`src/hw/rtl/gasp_pkg.sv`:
```
// ----------------------------------------------------------------------------
// gasp_pkg
// Shared types, constants and helpers of the glyph atlas shelf packer.
// ----------------------------------------------------------------------------
package gasp_pkg;

  // parameter defaults
  localparam int unsigned DEF_MAX_GLYPHS = 256;
  localparam int unsigned DEF_START_WIDTH = 256;
  localparam int unsigned DEF_MAX_WIDTH = 2048;
  localparam int unsigned DEF_MIN_SIZE = 64;

  // field widths
  localparam int unsigned GW_W = 11;
  localparam int unsigned CODE_W = 8;
  localparam int unsigned RH_W = 6;
  localparam int unsigned ATW_W = 12;
  localparam int unsigned ATH_W = 16;
  localparam int unsigned PX_W = 11;
  localparam int unsigned PY_W = 14;
  localparam int unsigned CFG_IDX_W = 8;
  localparam int unsigned CFG_DATA_W = 8;

  // row cursor during the width search, holds 1 + 256 rows of 64
  localparam int unsigned RY_W = 15;
  // power of two rounding word
  localparam int unsigned P2_W = 17;

  localparam logic [GW_W-1:0] WIDTH_SAT = 11'd2046;

  // register indexes
  localparam logic [CFG_IDX_W-1:0] REG_FIRST_CHAR = 8'd0;
  localparam logic [CFG_IDX_W-1:0] REG_ROW_HEIGHT = 8'd1;

  // input modes and result kinds
  localparam logic MODE_LOAD = 1'b0;
  localparam logic MODE_QUERY = 1'b1;
  localparam logic KIND_PACK = 1'b0;
  localparam logic KIND_QUERY = 1'b1;

  typedef struct packed {
    logic              mode;
    logic [GW_W-1:0]   pix_width;
    logic              last_glyph;
    logic [CODE_W-1:0] char_code;
  } in_t;

  typedef struct packed {
    logic             result_kind;
    logic [ATW_W-1:0] atlas_width;
    logic [ATH_W-1:0] atlas_height;
    logic [PX_W-1:0]  pos_x;
    logic [PY_W-1:0]  pos_y;
    logic [GW_W-1:0]  width_out;
    logic             present;
  } out_t;

  typedef enum logic [2:0] {
    ST_IDLE,
    ST_SCAN_RD,
    ST_SCAN_EV,
    ST_SIZE,
    ST_PLACE_RD,
    ST_PLACE_EV,
    ST_PACK_OUT,
    ST_QUERY_OUT
  } state_e;

  typedef enum logic [3:0] {
    CMD_NONE,
    CMD_LOAD,
    CMD_QUERY,
    CMD_SCAN_RD,
    CMD_SCAN_EV,
    CMD_SIZE,
    CMD_PLACE_RD,
    CMD_PLACE_EV,
    CMD_PACK_OUT,
    CMD_QUERY_OUT
  } cmd_e;

  typedef struct packed {
    cmd_e op;
  } ctrl_cmd_t;

  typedef struct packed {
    logic scan_end;
    logic out_free;
  } dp_status_t;

  // smallest power of two not below v, 1 for zero
  function automatic logic [P2_W-1:0] pow2_ceil(input logic [P2_W-1:0] v);
    logic [P2_W-1:0] p;
    p = '0;
    for (int k = P2_W - 1; k >= 0; k--) begin
      if ((P2_W'(1) << k) >= v) begin
        p = P2_W'(1) << k;
      end
    end
    return p;
  endfunction

endpackage

```
`src/hw/rtl/gasp_ctrl.sv`:
```
// ----------------------------------------------------------------------------
// gasp_ctrl
// Sequencer of the packer: load, query, width search and placement passes.
// ----------------------------------------------------------------------------
module gasp_ctrl (
  input  logic                  clk_i,
  input  logic                  rst_ni,
  input  logic                  in_valid_i,
  input  logic                  in_mode_i,
  input  logic                  in_last_i,
  input  gasp_pkg::dp_status_t  status_i,
  output logic                  in_ready_o,
  output gasp_pkg::ctrl_cmd_t   cmd_o
);

  gasp_pkg::state_e state_q, state_d;

  always_ff @(posedge clk_i or negedge rst_ni) begin
    if (!rst_ni) begin
      state_q <= gasp_pkg::ST_IDLE;
    end else begin
      state_q <= state_d;
    end
  end

  // next state
  always_comb begin
    state_d = state_q;
    unique case (state_q)
      gasp_pkg::ST_IDLE: begin
        if (in_valid_i) begin
          if (in_mode_i == gasp_pkg::MODE_QUERY) begin
            state_d = gasp_pkg::ST_QUERY_OUT;
          end else if (in_last_i) begin
            state_d = gasp_pkg::ST_SCAN_RD;
          end
        end
      end
      gasp_pkg::ST_SCAN_RD: begin
        state_d = status_i.scan_end ? gasp_pkg::ST_SIZE : gasp_pkg::ST_SCAN_EV;
      end
      gasp_pkg::ST_SCAN_EV:  state_d = gasp_pkg::ST_SCAN_RD;
      gasp_pkg::ST_SIZE:     state_d = gasp_pkg::ST_PLACE_RD;
      gasp_pkg::ST_PLACE_RD: begin
        state_d = status_i.scan_end ? gasp_pkg::ST_PACK_OUT : gasp_pkg::ST_PLACE_EV;
      end
      gasp_pkg::ST_PLACE_EV: state_d = gasp_pkg::ST_PLACE_RD;
      gasp_pkg::ST_PACK_OUT: begin
        if (status_i.out_free) begin
          state_d = gasp_pkg::ST_IDLE;
        end
      end
      gasp_pkg::ST_QUERY_OUT: begin
        if (status_i.out_free) begin
          state_d = gasp_pkg::ST_IDLE;
        end
      end
      default: state_d = gasp_pkg::ST_IDLE;
    endcase
  end

  // outputs
  always_comb begin
    in_ready_o = 1'b0;
    cmd_o.op = gasp_pkg::CMD_NONE;
    unique case (state_q)
      gasp_pkg::ST_IDLE: begin
        in_ready_o = 1'b1;
        if (in_valid_i) begin
          cmd_o.op = (in_mode_i == gasp_pkg::MODE_QUERY) ? gasp_pkg::CMD_QUERY
                                                         : gasp_pkg::CMD_LOAD;
        end
      end
      gasp_pkg::ST_SCAN_RD: begin
        if (!status_i.scan_end) begin
          cmd_o.op = gasp_pkg::CMD_SCAN_RD;
        end
      end
      gasp_pkg::ST_SCAN_EV: cmd_o.op = gasp_pkg::CMD_SCAN_EV;
      gasp_pkg::ST_SIZE:    cmd_o.op = gasp_pkg::CMD_SIZE;
      gasp_pkg::ST_PLACE_RD: begin
        if (!status_i.scan_end) begin
          cmd_o.op = gasp_pkg::CMD_PLACE_RD;
        end
      end
      gasp_pkg::ST_PLACE_EV: cmd_o.op = gasp_pkg::CMD_PLACE_EV;
      gasp_pkg::ST_PACK_OUT: begin
        if (status_i.out_free) begin
          cmd_o.op = gasp_pkg::CMD_PACK_OUT;
        end
      end
      gasp_pkg::ST_QUERY_OUT: begin
        if (status_i.out_free) begin
          cmd_o.op = gasp_pkg::CMD_QUERY_OUT;
        end
      end
      default: cmd_o.op = gasp_pkg::CMD_NONE;
    endcase
  end

endmodule

```
`config.mk`:
```
export PLATFORM = sky130hd
export DESIGN_NAME = gasp_ctrl
export DESIGN_NICKNAME = d
export VERILOG_FILES = /design/src/hw/rtl/gasp_pkg.sv /design/src/hw/rtl/gasp_ctrl.sv
export SDC_FILE = /design/constraint.sdc
export NUM_CORES = 1
export LEC_CHECK = 0
export BUFFER_PORTS_ARGS = -buffer_cell sky130_fd_sc_hd__buf_2
export CORE_AREA = 2 2 39 41
export DETAILED_ROUTE_END_ITERATION = 6
export DIE_AREA = 0 0 41 43
export HOLD_SLACK_MARGIN = 0.15
export PLACE_DENSITY = 0.53
export SYNTH_ARGS = -nofsm -noshare
export SYNTH_HDL_FRONTEND = slang
export SYNTH_SLANG_ARGS = --single-unit
export TNS_END_PERCENT = 50
```
`constraint.sdc`:
```
create_clock -name clk_i -period 2.6 [get_ports clk_i]
set_clock_uncertainty 0.05 [all_clocks]
set_input_delay 0.26 -clock clk_i [delete_from_list [all_inputs] [get_ports clk_i]]
set_output_delay 0.26 -clock clk_i [all_outputs]
set_load 0.02 [all_outputs]
```
==> flow_summary_export.csv <==
group,metric,value,unit
outcome,status,"finished, final reports clean",
finish,nNetsFinal,55,
sta,fmaxAchievable,0.5521,GHz
flow_run,cap_violations,0,
critical_path,path_cells,"or2b_1, nand2_1, a221oi_1, buf_2",
floorplan,die-area,1763,µm²
finish,drive_gt1_share,36.17,%
critical_path,path_max_fanout,12,
route,wl_per_cell,9.762,µm
clock_tree,h-tree-depth,1,
finish,finalNonFillerCells,63,
synth,yosysTopAreaCell,"dfrtp_1",
synth,synth_nets,41,
synth,synthTopCellsByArea,"dfrtp_1 (25%), buf_6 (7.6%), a311oi_1 (5.9%), nand2_1 (5.1%), or2b_1 (5.1%)",
critical_path,cpPeakStageDelay,0.48,ns
clock_tree,clkTransAtPathRegs,0.04,ns
finish,regArea,75.07,µm²
global_routing,grt_pass1_vias,268,
global_routing,grt_pass1_wl,1041,µm
pwr,leakage,0.1729,nW
synth,async_flop_share,100.0,%
critical_path,crit_arrival,1.50,ns
floorplan,boundaryPins,12,
placement,post-dp-hpwl,446.7,µm
hold_path,worstHoldPathType,"in2async",
placement,placed_area,340.3,µm²
pwr,p_int,0.0002325,W
critical_path,end_kind,"output port",
critical_path,worst_setup_path_start_kind,"flip-flop",
finish,multiInputGateArea,182.7,µm²
synth,synth_seq_cells,3,
pwr,clock_power_share,18.3,%
placement,port_buffers,11,
synth,synth_edf_count,0,
synth,syn_area,295.3,µm²
global_routing,grt_max_degree,13,
clock_tree,clk_latency,0.23,ns
route,dr.pass1.iters,4,
floorplan,die_h,43,µm
synth,ys_warn_count,0,
sta,rsz0062_at_grt,"no",
placement,dp.cells,58,
critical_path,path_class,"reg2out",
finish,reg.largest.list,"state_q (3)",
sta,period_needed,1.811,ns
placement,gp_congestion,0.7306,
clock_tree,postCtsSetupBuffers,0,
floorplan,start_util,21.34,%
global_routing,grt_usage,9.127,%
finish,regMostFlops,"state_q",
synth,yosysTopAreaCellShare,25.42,%
route,dr.first_iter.drc_count,2,
synth,synth_area_per_cell,8.685,µm²
finish,finalInstanceArea,376.6,µm²
clock_tree,cts_tree,"done",
synth,synth_flop_cell,"dfrtp_1",
finish,fillerInstances,154,
synth,synth_cell_type_count,25,
clock_tree,clockBufferDepth,2,
global_routing,antenna_found_initial,0,
finish,area_delta_synth_final,27.54,%
floorplan,rows,14,
sta,holdWs,0.2973,ns
sta,period_share,69.66,%
finish,largest_reg_flops,3,
synth,yosysSeqAreaShare,25.42,%
sta,tightest_slew,0.3678,ns
global_routing,grt_overflow_total,0,
route,drt-total-wl,615,µm
finish,diodes,0,
sta,setup_viol,0,
route,detail-route-antenna-nets,0,
pwr,combPwrFrac,51.9,%
floorplan,coreArea,1384,µm²
critical_path,path_buf_inv,1,
sta,finalHoldViolations,0,
critical_path,crit_slowest_cell,"dfrtp_1",
critical_path,required,2.29,ns
route,vias,300,
sta,drv_slew,0,
synth,synthCells,34,
pwr,p_sw_share,47.99,%
critical_path,crit_family,"flip-flops",
pwr,p_sw,0.0002145,W
pwr,vdd_ir_drop_max,300.2,µV
route,avgViaCountPerCell,4.762,
route,drc,0,
floorplan,die_x,41,µm
pwr,power_density,1187,nW/µm²
clock_tree,root_buffer,"clkbuf_4",
sta,relSlewSlack,75.48,%
pwr,power_frac_seq,29.8,%
clock_tree,numCtsBuffers,3,
sta,setup_tns,0,ns
clock_tree,cts_num_sinks,3,
what timing repair did:
item / CTS / global route
hold buffers: 1 / 0
gates resized for setup: 0 / 0
hold endpoints to repair: 3 / 0
setup endpoints to repair: 0 / 0
Yosys cell counts (2+ instances only):
cell type,count
nand2_1,4
or2b_1,2
inv_1,2
a311oi_1,2
dfrtp_1,3
buf_6,2
metal layers:
layer	routed length (µm)	global-route usage, %	part of all wire (%)
met1	322	10.58	52
met2	254	11.56	41
met3	37	4.712	6.0
met4	0	8.000	0
met5	0	0	0
cell usage in the layout (no fill, tap or decap):
master / n
buf_2: 11
nand2_1: 4
clkbuf_4: 3
dfrtp_1: 3
or2b_1: 2
inv_1: 2
a311oi_1: 2
nand3b_1: 1
nor3_2: 1
a221oi_1: 1
and3_2: 1
nand2b_1: 1
mux2i_1: 1
nor2b_1: 1
nor3_1: 1
a31oi_1: 1
o221ai_1: 1
mux2_2: 1
a21oi_1: 1
or3_1: 1
o21ai_0: 1
nor4_1: 1
o22ai_1: 1
o2111a_1: 1
or4_1: 1
clkbuf_1: 1
dlygate4sd3_1: 1
per-stage QoR:
step / power [W] / util [%] / setup WS [ns]
detailed placement: 0.0003663 / 24.59 / 1.045
CTS: 0.0004544 / 27.22 / 0.7780
floorplan: 0.0003348 / - / 1.022
finish: 0.0004470 / 27.22 / 0.7889
global placement: 0.0003684 / 24.59 / 1.019
global route: 0.0004930 / 27.22 / 0.6531
final cells by class:
class | instances | area share [%]
Multi-Input combinational cell | 26 | 48.50
Timing Repair Buffer | 12 | 17.28
Sequential cell | 3 | 19.93
Clock buffer | 4 | 6.977
Tap cell | 16 | 5.316
Inverter | 2 | 1.993
power by group through the flow:
stage | logic (W) | clock network (W) | registers (W)
CTS | 0.000235 | 0.0000866 | 0.000133
global route | 0.000261 | 0.0000908 | 0.000142
detailed placement | 0.000233 | 0 | 0.000134
floorplan | 0.000252 | 0 | 0.0000823
finish | 0.000232 | 0.0000818 | 0.000133
global placement | 0.000235 | 0 | 0.000134
kinds of logic (layout without fill, tap and decap cells):
logic type             Yosys count  after routing  share of synthesized area, %
DFF                              3              3                         25.42
buffers and inverters            5             18                         12.71
and+or+nand+nor                 15             15                         31.36
AOI/OAI and AO/OA                9              9                         23.31
muxes                            2              2                         7.203
worst paths after layout:
kind / depth (start not counted) / endpoint / from / slack (ns)
worst max-delay path: 4 / cmd_o[0] / state_q[2] / 0.79
worst min-delay path: 2 / state_q[0] / rst_ni / 0.30
worst max register to register: 3 / state_q[0] / state_q[2] / 1.11
worst min register to register: 1 / state_q[2] / state_q[1] / 0.69
max in group asynchronous: 2 / state_q[2] / rst_ni / 2.10
min in group clk_i: 3 / state_q[1] / status_i[0] / 0.33
worst register-to-register path: cells and delay by family, from the launching register on:
family             cells  cell delay [ns]
AOI/OAI and AO/OA      1             0.09
and+or+nand+nor        2             0.72
DFF                    1             0.48
Note: power is estimated with default switching activity, not from simulation.
